### src/hw/rtl/mdp_policy_value_solver_defines.svh
// Assertion macros shared by the policy value solver RTL.
`ifndef MDP_POLICY_VALUE_SOLVER_DEFINES_SVH
`define MDP_POLICY_VALUE_SOLVER_DEFINES_SVH
// Checks that an antecedent implies a consequent in the same cycle.
`define MDP_ASSERT_IMPL(lbl, clk, rst_n, a, c) \
    lbl: assert property (@(posedge clk) disable iff (!rst_n) (a) |-> (c)) \
        else $error("assertion failed");
// Checks that an antecedent implies a consequent in the next cycle.
`define MDP_ASSERT_NEXT(lbl, clk, rst_n, a, c) \
    lbl: assert property (@(posedge clk) disable iff (!rst_n) (a) |=> (c)) \
        else $error("assertion failed");
`endif

### src/hw/rtl/mdp_pkg.sv
// Shared types and constants of the policy value solver.
`default_nettype none
package mdp_pkg;
    localparam int STATES  = 16;
    localparam int ACTIONS = 4;
    localparam int SW = 4;
    localparam int AW = 2;
    localparam logic [1:0] REQ_TRANS  = 2'd0;
    localparam logic [1:0] REQ_REWARD = 2'd1;
    localparam logic [1:0] REQ_POLICY = 2'd2;
    localparam logic [31:0] ONE_Q16 = 32'd65536;
    localparam logic [1:0] REG_DISCOUNT = 2'd0;

    function automatic logic signed [31:0] sat32(input logic signed [65:0] v);
        if (v > 66'sd2147483647) return 32'sh7fffffff;
        if (v < -66'sd2147483648) return 32'sh80000000;
        return v[31:0];
    endfunction
endpackage
`default_nettype wire

### src/hw/rtl/mdp_div.sv
// Iterative signed Q16.16 divider, one quotient bit per cycle, saturated.
`default_nettype none
module mdp_div (
    input  wire logic               i_clk,
    input  wire logic               i_rst_n,
    input  wire logic               i_start,
    input  wire logic signed [31:0] i_num,
    input  wire logic signed [31:0] i_den,
    output logic                    o_done,
    output logic signed [31:0]      o_quo
);
    import mdp_pkg::*;
    logic [47:0] r_num;
    logic [31:0] r_den;
    logic [48:0] r_quo;
    logic [31:0] r_rem;
    logic [5:0]  r_cnt;
    logic        r_busy;
    logic        r_neg;
    logic [32:0] n_rem;
    logic [32:0] n_sub;
    logic signed [65:0] n_res;

    always_comb begin
        n_rem = {r_rem, r_num[47]};
        n_sub = n_rem - {1'b0, r_den};
        n_res = r_neg ? -$signed({17'd0, r_quo}) : $signed({17'd0, r_quo});
    end

    always_ff @(posedge i_clk) begin
        if (!i_rst_n) begin
            r_busy <= 1'b0;
            o_done <= 1'b0;
        end else begin
            o_done <= 1'b0;
            if (i_start) begin
                r_busy <= 1'b1;
                r_cnt  <= 6'd48;
                r_num  <= {(i_num[31] ? 32'(-i_num) : 32'(i_num)), 16'd0};
                r_den  <= i_den[31] ? 32'(-i_den) : 32'(i_den);
                r_neg  <= i_num[31] ^ i_den[31];
                r_rem  <= '0;
                r_quo  <= '0;
            end else if (r_busy) begin
                r_num <= {r_num[46:0], 1'b0};
                if (!n_sub[32]) begin
                    r_rem <= n_sub[31:0];
                    r_quo <= {r_quo[47:0], 1'b1};
                end else begin
                    r_rem <= n_rem[31:0];
                    r_quo <= {r_quo[47:0], 1'b0};
                end
                r_cnt <= r_cnt - 6'd1;
                if (r_cnt == 6'd1) r_busy <= 1'b0;
                if (r_cnt == 6'd1) o_done <= 1'b1;
            end
        end
    end

    always_comb o_quo = sat32(n_res);
endmodule
`default_nettype wire

### config.mk
export PLATFORM = sky130hd
export DESIGN_NAME = mdp_div
export DESIGN_NICKNAME = d
export VERILOG_FILES = /design/src/hw/rtl/mdp_policy_value_solver_defines.svh /design/src/hw/rtl/mdp_pkg.sv /design/src/hw/rtl/mdp_div.sv
export SDC_FILE = /design/constraint.sdc
export NUM_CORES = 1
export LEC_CHECK = 0
export BUFFER_PORTS_ARGS = -buffer_cell sky130_fd_sc_hd__buf_2
export CAP_MARGIN = 25
export CORE_MARGIN = 2
export CORE_UTILIZATION = 58
export CTS_BUF_LIST = sky130_fd_sc_hd__clkbuf_8 sky130_fd_sc_hd__clkbuf_16
export CTS_CLUSTER_DIAMETER = 150
export DETAILED_ROUTE_END_ITERATION = 16
export PLACE_DENSITY = 0.8
export SLEW_MARGIN = 20
export SYNTH_ARGS = -nofsm -noshare
export SYNTH_HDL_FRONTEND = slang
export SYNTH_SLANG_ARGS = --single-unit
### constraint.sdc
create_clock -name i_clk -period 5.4 [get_ports i_clk]
set_input_delay 1.08 -clock i_clk [delete_from_list [all_inputs] [get_ports i_clk]]
set_output_delay 1.08 -clock i_clk [all_outputs]
set_load 0.01 [all_outputs]
---- Word-level counts from Yosys, hierarchy flattened ----
Index checks and enable logic that the tools add are counted.
storage, ports and cells
  flip-flop bits (word level) ............. 169
  bits of input ports ..................... 67
  output and inout port bits .............. 33
  word-level logic and storage cells ...... 46
cells by class
  add/subtract/negate cells ............... 5
  $lt $le $gt $ge ......................... 2
  equality and inequality tests ........... 1
  mux-type cells .......................... 21
  bitwise gates (word level) .............. 3
  reduce and logical (&&, ||, !) cells .... 4
operators by type and width
  operator                                                       number
  2-to-1 mux 32 bit                                              7
  2-to-1 mux 48 bit                                              2
  > comparator 66 x 32 -> 1 bit (second input constant)          1
  less-than comparator 66 x 32 -> 1 bit (second input constant)  1
  2-to-1 mux 66 bit                                              1
  negation 49 -> 66 bit                                          1
  negation 32 bit                                                2
  2-to-1 mux 49 bit                                              1
  subtractor 33 x 32 -> 33 bit                                   1
  2-to-1 mux 31 bit                                              1
  2-to-1 mux 1 bit                                               8
  == test 6 x 1 -> 1 bit (second input constant)                 1
  2-to-1 mux 6 bit                                               1
  subtractor 6 x 1 -> 6 bit (second input constant)              1
  AND reduction 2 bit                                            2
  OR reduction 3 bit                                             1
  inverter 1 bit                                                 2
  nonzero test 2 bit                                             1
  bitwise XOR 1 bit                                              1

---- Longest topological paths before layout ----
Gate-level depths: netlist of the first run.
  depth after elaboration ................. 7
  gate-level depth with buffers ........... 14
  gate-level depth less buffers ........... 12

---- Worst setup path before layout of the first run ----
No wires, ideal clock.
  path kind ............................... input to register
  from .................................... input port i_start
  to ...................................... register r_cnt[0] (enable)
  setup time .............................. 489 ps
  arrival ................................. 4331 ps
  data required time ...................... 4911 ps
  setup slack ............................. 581 ps
  stages .................................. 3
  path buffers ............................ 2
  cell sequence ........................... clkbuf_1 -> clkbuf_1 -> o21a_1
between the ends
  longest elaborated chain between the ends .. 2
RTL lines
  item                                  line           text
  start: declaration                    mdp_div.sv:6   input wire logic i_start,
  nonzero test 2 bit (no source line)   n/a
  AND reduction 2 bit (no source line)  n/a
  end signal: assignment                mdp_div.sv:53  r_cnt <= r_cnt - 6'd1;
  end: declaration                      mdp_div.sv:17  logic [5:0] r_cnt;
Every way passes these cells.
A chain may end at the register's enable or synchronous reset.

---- Worst setup path after layout of the first run ----
  from .................................... register r_quo[35]
  to ...................................... output port o_quo[17]
between the ends
  longest elaborated chain between the ends .. 7
  elaborated cells between the ends (all ways) .. 10
  classes of those cells .................. 1 x add/sub; 2 x order compare; 7 x mux
RTL lines
  item                                   line           text
  start: declaration                     mdp_div.sv:15  logic [48:0] r_quo;
  start signal: assignment               mdp_div.sv:48  r_quo <= {r_quo[47:0], 1'b1};
  start signal: assignment               mdp_div.sv:51  r_quo <= {r_quo[47:0], 1'b0};
  negation 49 -> 66 bit                  mdp_div.sv:27  n_res = r_neg ? -$signed({17'd0, r_quo}) : $signed({17'd0, r_quo});
  2-to-1 mux 66 bit *                    mdp_div.sv:27
  less-than comparator 66 x 32 -> 1 bit  mdp_pkg.sv:16  if (v < -66'sd2147483648) return 32'sh80000000;
  2-to-1 mux 1 bit (2 in series)         mdp_pkg.sv:16
  2-to-1 mux 32 bit                      mdp_pkg.sv:17  return v[31:0];
  2-to-1 mux 32 bit *                    mdp_pkg.sv:16
  end: declaration                       mdp_div.sv:10  output logic signed [31:0] o_quo
Every way passes the cells marked *; elsewhere a longest branch is shown, timed or not. The select of a mux whose other input is x is not followed.

==> results by group, run 1 <==
Synthesis
  – Main combinational cell family by area after synthesis: simple AND/OR/NAND/NOR gates
  – Simple-gate share of the synthesized area: 18.0%
  – Synth Area in Compound Gates: 15.3%
  – Synth Area in XOR/XNOR: 10.9%
  – Mux cell area share after synthesis: 3.09%
  – Synth Area in Adders: 4.65%
  – Post-synthesis instance area: 10400 sq um
  – Ys async rst share: 0%
  – Synth Net Count: 1153
  – Synth warn: 0
  – Post-synthesis sequential element count: 154
  – Syn Inst Count: 1048
  – Sequential area share after synthesis: 44.3%
  – Most used DFF post-synth: edfxtp_1
  – Syn avg cell area: 9.92 sq um
  – Post-synth EDFFs: 152
  – Cell variety after synth: 74

Die
  – Die Y: 138 microns
  – Core area: 17400 sq um
  – Die width: 138 microns
  – Initial Utilization: 59.7%
  – Num ports: 100
  – DIE AREA: 19000 sq um
  – Row count: 48

Critical path
  – Critical path class: flop to output port
  – Startpoint types: flop
  – Crit path cell chain: or4_4 -> or3_4 -> or3_4 -> or3_1 -> xor2_1 -> a31oi_1 -> nor4b_2 -> a41oi_2 -> buf_4 -> o21ai_0 -> buf_2
  – Worst EP arrival: 4.05 ns
  – CP delay by family, top: simple AND/OR/NAND/NOR gates
  – Slowest stage cell on the critical path: or4_4
  – Most used cell, CP: or3_4
  – Max FO, Critical Path: 31
  – Worst Path Buf+Inv: 2
  – Slowest cell delay on critical path: 0.58 ns
  – CP endpoint kind: output port
  – Req. time, crit path: 4.32 ns

Finish
  – Area of the multi-input gates: 5470 sq um
  – Share of post-route cells with drive strength above 1: 14.8%
  – Most common cell after layout, fill and taps aside: edfxtp_1
  – Sequential Area: 4600 sq um
  – Post-Layout Cell Count: 1369
  – Most frequent cells in the layout: edfxtp_1, nor2_1, buf_2
  – Antenna cells: 0
  – Fillers: 1347
  – Area Growth Syn to Fin: 12.3%
  – Design area: 11700 sq um
  – NumNets Final: 1236

Clock network
  – Root buffer cell: clkbuf_16
  – Clock tree buffer depth: 2
  – Clk sink count: 154
  – CTS tree: yes
  – H-tree depth: 4
  – Hold_buf cts: 0
  – Clk_lat worst skew: 0.43 ns
  – Clock-pin slew on the worst setup and hold paths: 0.06 ns
  – Total CTS buffers: 17

Timing
  – Highest clock rate: 195 MHz
  – Slew @ Worst Pin: 0.897 ns
  – Fin. max-slew vios: 0
  – Final number of hold-violating endpoints: 0
  – # setup viols final: 0
  – Tmin final: 5.13 ns
  – Slew HR: 39.4%
  – Final period util: 94.9%
  – Skew final: 0.0132 ns

Global routing
  – First-pass GRT wire length: 35300 microns
  – Largest net degree at the start of global routing: 113
  – Grt total ovfl: 0
  – GR Util All Layers: 23.5%
  – Antenna violations before repair: 0
  – Number of global-route vias before repair: 7405

Placed design
  – Dpl cells: 1336
  – Post-DP HPWL: 14900 microns
  – Routability Congestion: 0.847
  – DP Area: 11100 sq um
  – Port buffer count: 99

Drt
  – TritonRoute pass-1 iters: 5
  – Vias/cell: 5.93
  – Routed WL: 22000 microns
  – Final ANT Viol Nets: 0
  – DR WL/cell: 16.1 microns
  – Residual DRC: 0
  – Starting DRT DRC Count: 537
  – Via count: 8114

Power and ir drop
  – Power Density: 298 nW/um^2
  – VDD IR max: 0.230 mV
  – P_leak: 4.56 nW

Worst hold path
  – Hold WC Path Type: flop to flop

Run
  – Max Cap Viol: 0

Outcome
  – Status: finished clean
flip-flops by register name, summed over array words and instances, names as in the netlist:
signal and count:
o_done 1, r_num 32, r_cnt 6, r_quo 49, r_neg 1, r_rem 32, r_busy 1, r_den 32
synth_stat cells, types with 4 or more instances:
cell	n	share of area, %
a211oi_1	5	0.36
a21o_1	13	0.94
a21oi_1	65	3.1
a31oi_1	6	0.36
and2_1	4	0.24
and3_1	8	0.48
clkbuf_1	34	1.2
edfxtp_1	152	44
ha_1	37	4.5
inv_1	52	1.9
mux2i_1	31	3.0
nand2_1	64	2.3
nand2b_1	12	0.72
nand3_1	7	0.34
nand3b_1	4	0.29
nand4_1	8	0.48
nand4b_1	4	0.34
nor2_1	101	3.6
nor2b_1	52	3.1
nor3_1	22	1.1
nor4_1	12	0.72
o21a_1	6	0.43
o21ai_0	57	2.7
o21ai_1	15	0.72
o31ai_1	26	1.9
o41ai_1	14	1.2
or2_2	8	0.48
or3_1	21	1.3
or4_1	7	0.51
or4_4	5	0.54
xnor2_1	56	4.7
xor2_1	73	6.2
power breakdown:
| part | internal (mW) | switching (mW) |
|---|---|---|
| logic | 0.379 | 0.503 |
| registers | 1.44 | 0.0670 |
| clock network | 0.585 | 0.498 |
| total | 2.41 | 1.07 |
worst min-delay path, stage by stage (launching register included):
cell and delay [ns]:
dfxtp_1 0.33, nand2_1 0.07, nor3_1 0.04
routing by layer:
| metal | global-route usage, % | share of wire, % |
|---|---|---|
| met4 | 5.95 | 1.1 |
| met1 | 32.1 | 46 |
| met2 | 38.8 | 48 |
| met5 | 0 | 0 |
| met3 | 4.53 | 4.9 |
final cells by class:
class,instances,area share [%]
multi-input cells,797,46.8
flip-flops and latches,154,39.5
repair buffers,108,5.06
clock buffers,17,3.65
well taps,225,2.41
inverters,53,1.70
clock inverters,15,0.879
per-stage QoR:
| step | setup WS, ns | TNS (ns) | util [%] | hold WS, ns | power [mW] |
|---|---|---|---|---|---|
| after global routing | -0.00169 | -0.00169 | 67.0 | 0.486 | 3.65 |
| final | 0.275 | 0 | 67.0 | 0.477 | 3.48 |
| after global placement | 0.584 | 0 | 63.7 | 0.444 | 2.37 |
| after CTS | 0.0776 | 0 | 66.7 | 0.468 | 3.48 |
| after detailed placement | 0.367 | 0 | 63.7 | 0.450 | 2.40 |
| after floorplan | 0.581 | 0 | - | 0.421 | 2.18 |
timing repair:
action,in CTS,in global routing
buffers inserted,0,1
endpoints found under the setup margin,31,31
gates resized for setup,1,5
pin swaps,0,2
cells by family (layout without fill, tap and decap cells):
family / count (synthesis) / after routing
muxes: 32 / 32
AOI/OAI and AO/OA: 245 / 245
DFF: 154 / 154
and+or+nand+nor: 353 / 353
adders and majority gates: 38 / 38
buffers and inverters: 97 / 193
xor gates and xnor gates: 129 / 129
worst paths after layout:
kind | start | endpoint | slack, ns | cells after the start
worst max-delay path | r_quo[35]$_SDFFCE_PP0P_ | o_quo[17] | 0.27 | 11
worst min-delay path | r_busy$_SDFF_PN0_ | o_done$_SDFF_PP0_ | 0.48 | 2
worst max register to register | r_num[47]$_DFFE_PP_ | r_rem[9]$_SDFFCE_PP0P_ | 1.06 | 13
worst min register to register | r_busy$_SDFF_PN0_ | o_done$_SDFF_PP0_ | 0.48 | 2
Note: power is estimated with default switching activity, not from simulation.
==> inputs of run 2 (changes only) <==
- clock period: 5.4 -> 5.35 ns (I/O delays scaled with it)
==> results by group, run 2 (same netlist as run 1, synthesis figures left out) <==
Drt
  – TritonRoute pass-1 iters: 5 (unchanged)
  – Final ANT Viol Nets: 0 (unchanged)
  – Residual DRC: 0 (unchanged)
  – Routed WL: 21900 microns (was 22000 microns)
  – Starting DRT DRC Count: 592 (was 537)
  – DR WL/cell: 16.0 microns (was 16.1 microns)
  – Via count: 8146 (was 8114)
  – Vias/cell: 5.94 (was 5.93)

Finish
  – Share of post-route cells with drive strength above 1: 15.2% (was 14.8%)
  – Reg with most FFs: r_quo (unchanged)
  – Most frequent cells in the layout: edfxtp_1, nor2_1, buf_2 (unchanged)
  – Antenna cells: 0 (unchanged)
  – Max reg flops: 49 (unchanged)
  – Fillers: 1362 (was 1347)
  – Area Growth Syn to Fin: 13.4% (was 12.3%)
  – Post-Layout Cell Count: 1372 (was 1369)
  – NumNets Final: 1239 (was 1236)
  – Most common cell after layout, fill and taps aside: edfxtp_1 (unchanged)

Critical path
  – CP endpoint kind: output port (unchanged)
  – Req. time, crit path: 4.28 ns (was 4.32 ns)
  – Max FO, Critical Path: 31 (unchanged)
  – Startpoint types: flop (unchanged)
  – Critical path class: flop to output port (unchanged)
  – Worst EP arrival: 4.01 ns (was 4.05 ns)

Clock network
  – Total CTS buffers: 17 (unchanged)
  – Hold_buf cts: 0 (unchanged)
  – Root buffer cell: clkbuf_16 (unchanged)
  – Clock tree buffer depth: 2 (unchanged)
  – Clock-pin slew on the worst setup and hold paths: 0.06 ns (about the same)
  – Clk sink count: 154 (unchanged)
  – CTS tree: yes (unchanged)
  – Clk_lat worst skew: 0.42 ns (was 0.43 ns)
  – H-tree depth: 4 (unchanged)

Die
  – Core area: 17400 sq um (unchanged)
  – Num ports: 100 (unchanged)
  – Die width: 138 microns (unchanged)
  – Row count: 48 (unchanged)
  – Initial Utilization: 59.7% (unchanged)
  – DIE AREA: 19000 sq um (unchanged)
  – Die Y: 138 microns (unchanged)

Timing
  – Skew final: 0.00866 ns (was 0.0132 ns)
  – Fin. max-slew vios: 0 (unchanged)
  – # setup viols final: 0 (unchanged)
  – Highest clock rate: 197 MHz
  – Slew @ Worst Pin: 0.905 ns (was 0.897 ns)
  – Post-route setup TNS: 0 ns (unchanged)
  – RSZ-0062 raised after global routing: no
  – Slew HR: 38.9% (was 39.4%)
  – Tmin final: 5.08 ns
  – Final period util: 94.9%
  – Final number of hold-violating endpoints: 0 (unchanged)

Outcome
  – Status: finished clean (unchanged)

Global routing
  – Largest net degree at the start of global routing: 104 (was 113)
  – Antenna violations before repair: 0 (unchanged)
  – First-pass GRT wire length: 35300 microns (about the same)
  – GR Util All Layers: 23.4% (was 23.5%)
  – Number of global-route vias before repair: 7357 (was 7405)
  – Grt total ovfl: 0 (unchanged)

Placed design
  – Port buffer count: 99 (unchanged)
  – Dpl cells: 1337 (was 1336)
  – Routability Congestion: 0.866 (was 0.847)
  – Post-DP HPWL: 15200 microns (was 14900 microns)

Run
  – Max Cap Viol: 0 (unchanged)

Worst hold path
  – Hold WC Path Type: flop to flop (unchanged)

Power and ir drop
  – VDD IR max: 0.316 mV (was 0.230 mV)
  – Power Density: 314 nW/um^2 (was 298 nW/um^2)
  – P_leak: 4.63 nW (was 4.56 nW)
==> run 2: cell count changes in the layout (fill, tap and decap cells not counted), sizes merged <==
cell	change
bufinv	+4
inv	-3
buf	+3
clkinvlp	-1
clkbuf	+3
clkinv	-3
==> run 2: layout make-up <==
type	count	area, sq um	share of cell area [%]
well taps	225	282	2.39
clock inverters	12	170	1.44
flip-flops and latches	154	4600	39.1
repair buffers	111	621	5.26
inverters	53	199	1.69
clock buffers	20	467	3.96
multi-input cells	797	5450	46.2
==> run 2: critical path, cell delays in order (launching register included) <==
cell,delay (ns)
edfxtp_1,0.52
or4_4,0.58
or3_4,0.36
or3_4,0.36
o31ai_1,0.31
xnor2_1,0.18
a21boi_0,0.26
nor4b_2,0.27
a41oi_2,0.16
buf_4,0.27
o21ai_0,0.18
buf_2,0.15
==> run 2: power breakdown <==
part / switching, mW / total [mW] / internal (mW)
combinational: 0.509 / 0.889 / 0.381
sequential: 0.0669 / 1.53 / 1.46
clock: 0.470 / 1.29 / 0.815
total: 1.05 / 3.70 / 2.65
==> run 2: what timing repair did <==
item	4_1_cts	5_1_grt
setup buffers	0	2
setup endpoints to repair	0	31
endpoints found under the hold margin	0	0
resized for setup	0	4
==> run 2: metal layers <==
metal	track usage, %	part of all wire [%]	wire [microns]
met5	0	0	0
met4	7.26	1.7	370
met3	3.29	4.2	924
met2	39.1	49	10700
met1	31.7	45	9900
==> run 2: worst paths after layout <==
check | startpoint | endpoint | slack [ns] | cells after the start
max | r_quo[35]$_SDFFCE_PP0P_ | o_quo[18] | 0.27 | 11
min | r_busy$_SDFF_PN0_ | o_done$_SDFF_PP0_ | 0.46 | 2
max reg2reg | r_num[47]$_DFFE_PP_ | r_rem[17]$_SDFFCE_PP0P_ | 1.09 | 13
min reg2reg | r_busy$_SDFF_PN0_ | o_done$_SDFF_PP0_ | 0.46 | 2
==> run 2: metrics by stage <==
step	hold slack, ns	util, %	total power, mW	setup slack (ns)	instance area (sq um)
2_1_floorplan	0.421	-	2.20	0.541	10400
3_3_place_gp	0.446	63.6	2.39	0.628	11100
3_5_place_dp	0.452	63.6	2.42	0.482	11100
4_1_cts	0.461	67.3	3.71	0.0276	11700
5_1_grt	0.469	67.7	3.88	0.00841	11800
6_report	0.457	67.7	3.70	0.271	11800
==> inputs of run 3 (changes only) <==
- CORE_ASPECT_RATIO: not set -> 1.1
- CORE_MARGIN: 2 -> 5
==> results by group, run 3 (same netlist as run 1, synthesis figures left out) <==
Outcome
  – Status: finished clean (unchanged)

Finish
  – Post-Layout Cell Count: 1384 (was 1372)
  – Area Growth Syn to Fin: 13.9% (was 13.4%)
  – Reg with most FFs: r_quo (unchanged)
  – Area of the multi-input gates: 5480 sq um (was 5450 sq um)
  – Antenna cells: 0 (unchanged)
  – Sequential Area: 4600 sq um (unchanged)
  – Fin util: 66.9% (was 67.7%)
  – Design area: 11800 sq um (about the same)
  – Share of post-route cells with drive strength above 1: 15.5% (was 15.2%)
  – Most common cell after layout, fill and taps aside: edfxtp_1 (unchanged)
  – Most frequent cells in the layout: edfxtp_1, nor2_1, buf_2 (unchanged)
  – Max reg flops: 49 (unchanged)
  – Fillers: 1355 (was 1362)
  – NumNets Final: 1238 (was 1239)

Global routing
  – Antenna violations before repair: 1 (was 0)
  – Met3 Usage GRT: 3.61% (was 3.29%)
  – First-pass GRT wire length: 35900 microns (was 35300 microns)
  – Largest net degree at the start of global routing: 90 (was 104)
  – GR Util All Layers: 21.5% (was 23.4%)
  – Grt total ovfl: 0 (unchanged)
  – Gr busiest metal: met2 (unchanged)
  – M2 GR Usage: 35.8% (was 39.1%)
  – Met1 usage in global routing: 28.9% (was 31.7%)
  – Number of global-route vias before repair: 7626 (was 7357)

Critical path
  – Max FO, Critical Path: 31 (unchanged)
  – CP endpoint kind: output port (unchanged)
  – Reg-to-Reg End: r_rem[22]$_SDFFCE_PP0P_ (was r_rem[17]$_SDFFCE_PP0P_)
  – Reg2Reg Depth: 13 (unchanged)
  – Crit Reg-Reg Startpoint: r_num[47]$_DFFE_PP_ (unchanged)
  – Critical path class: flop to output port (unchanged)
  – Worst Path Buf+Inv: 3 (was 2)
  – Worst EP arrival: 4.04 ns (was 4.01 ns)
  – Crit path cell chain: nor4_1 -> and4b_1 -> nand4_1 -> buf_4 -> or3_1 -> mux2i_1 -> a32oi_1 -> a211o_1 -> o31ai_4 -> buf_4 -> o21ai_0 -> buf_2 (was or4_4 -> or3_4 -> or3_4 -> o31ai_1 -> xnor2_1 -> a21boi_0 -> nor4b_2 -> a41oi_2 -> buf_4 -> o21ai_0 -> buf_2)
  – R2R Setup Slk: 1.21 ns (was 1.09 ns)
  – Number of cells on the critical path: 12 (was 11)
  – Slowest cell delay on critical path: 0.54 ns (was 0.58 ns)
  – Most used cell, CP: buf_4 (was or3_4)
  – Startpoint types: flop (unchanged)
  – Req. time, crit path: 4.28 ns (about the same)
  – Slowest stage cell on the critical path: nor4_1 (was or4_4)
  – Crit path capture: o_quo[13] (was o_quo[18])
  – CP delay by family, top: simple AND/OR/NAND/NOR gates (unchanged)
  – Critical Path Source: r_quo[21]$_SDFFCE_PP0P_ (was r_quo[35]$_SDFFCE_PP0P_)

Die
  – DIE AREA: 20700 sq um (was 19000 sq um)
  – Row count: 51 (was 48)
  – Num ports: 100 (unchanged)
  – Initial Utilization: 58.8% (was 59.7%)
  – Die width: 138 microns (about the same)
  – Die Y: 150 microns (was 138 microns)
  – Core area: 17700 sq um (was 17400 sq um)

Drt
  – Final ANT Viol Nets: 0 (unchanged)
  – Vias/cell: 5.83 (was 5.94)
  – TritonRoute pass-1 iters: 5 (unchanged)
  – Starting DRT DRC Count: 571 (was 592)
  – Via count: 8066 (was 8146)
  – Residual DRC: 0 (unchanged)
  – Routed WL: 22000 microns (was 21900 microns)
  – DR WL/cell: 15.9 microns (was 16.0 microns)

Clock network
  – Clk sink count: 154 (unchanged)
  – Clk_lat worst skew: 0.43 ns (was 0.42 ns)
  – Clock-pin slew on the worst setup and hold paths: 0.06 ns (about the same)
  – Root buffer cell: clkbuf_16 (unchanged)
  – Total CTS buffers: 17 (unchanged)
  – CTS tree: yes (unchanged)
  – Clock tree buffer depth: 2 (unchanged)
  – H-tree depth: 4 (unchanged)
  – Hold_buf cts: 0 (unchanged)

Power and ir drop
  – VDD IR max: 0.291 mV (was 0.316 mV)
  – Power Density: 316 nW/um^2 (was 314 nW/um^2)
  – P_leak: 4.63 nW (about the same)

Timing
  – Fin. max-slew vios: 0 (unchanged)
  – Final period util: 95.6% (was 94.9%)
  – Slew @ Worst Pin: 0.996 ns (was 0.905 ns)
  – Slew HR: 33.6% (was 38.9%)
  – Hold WS: 0.465 ns (was 0.457 ns)
  – Tmin final: 5.11 ns (was 5.08 ns)
  – Highest clock rate: 196 MHz (was 197 MHz)
  – Final number of hold-violating endpoints: 0 (unchanged)
  – Post-route setup TNS: 0 ns (unchanged)
  – Skew final: 0.00709 ns (was 0.00866 ns)
  – RSZ-0062 raised after global routing: no (unchanged)
  – # setup viols final: 0 (unchanged)

Placed design
  – Routability Congestion: 0.908 (was 0.866)
  – Port buffer count: 99 (unchanged)
  – Post-DP HPWL: 15200 microns (about the same)
  – Dpl cells: 1349 (was 1337)
  – DP Area: 11100 sq um (about the same)

Run
  – Max Cap Viol: 0 (unchanged)

Worst hold path
  – Hold WC Path Type: flop to flop (unchanged)
-- run 3: cell types whose count changed in the layout (fill, tap and decap cells not counted), sizes merged --
cell      before  now
clkinvlp       3    1
clkbuf        20   18
clkinv         4    8
inv           54   53
bufinv         4    5
buf          111  110
-- run 3: layout make-up --
class	count	share of cell area [%]
Multi-Input combinational cell	797	46.3
Sequential cell	154	38.9
Timing Repair Buffer	110	5.01
Clock buffer	18	3.71
Tap cell	238	2.52
Clock inverter	14	1.86
Inverter	53	1.68
-- run 3: repair_timing --
item | 4_1_cts | 5_1_grt
setup buffers | 1 | 2
pin swaps | 1 | 1
hold endpoints to repair | 0 | 0
resized for setup | 2 | 7
setup endpoints to repair | 31 | 31
-- run 3: routing by layer --
metal / share of wire, % / vias to the layer above
li1: - / 4002
met3: 4.8 / 40
met2: 49 / 225
met1: 45 / 3797
met4: 1.7 / 2
met5: 0.059 / -
-- run 3: worst min-delay path: cells and delay by family (launching register included) --
family | cells | cell delay (ns)
and+or+nand+nor | 2 | 0.11
DFF | 1 | 0.32
-- run 3: through the flow --
| step | total power [mW] | setup slack [ns] |
|---|---|---|
| finish | 3.74 | 0.236 |
| global route | 3.92 | 0.0462 |
| floorplan | 2.20 | 0.541 |
| global placement | 2.38 | 0.559 |
| CTS | 3.75 | 0.0275 |
| detailed placement | 2.41 | 0.330 |
-- run 3: power breakdown --
| part | total (mW) | leakage (nW) | internal (mW) | switching (mW) |
|---|---|---|---|---|
| Clock | 1.34 | 0.320 | 0.843 | 0.498 |
| Sequential | 1.53 | 1.48 | 1.46 | 0.0689 |
| Combinational | 0.874 | 2.83 | 0.377 | 0.498 |
-- run 3: how the worst min path moves through the flow --
stage	start	end	cells past startpoint
final	r_busy$_SDFF_PN0_	o_done$_SDFF_PP0_	2
after global placement	r_busy$_SDFF_PN0_	o_done$_SDFF_PP0_	2
after global routing	r_busy$_SDFF_PN0_	o_done$_SDFF_PP0_	2
after CTS	r_busy$_SDFF_PN0_	o_done$_SDFF_PP0_	2
after detailed placement	r_busy$_SDFF_PN0_	o_done$_SDFF_PP0_	2
after floorplan	r_busy$_SDFF_PN0_	o_done$_SDFF_PP0_	2
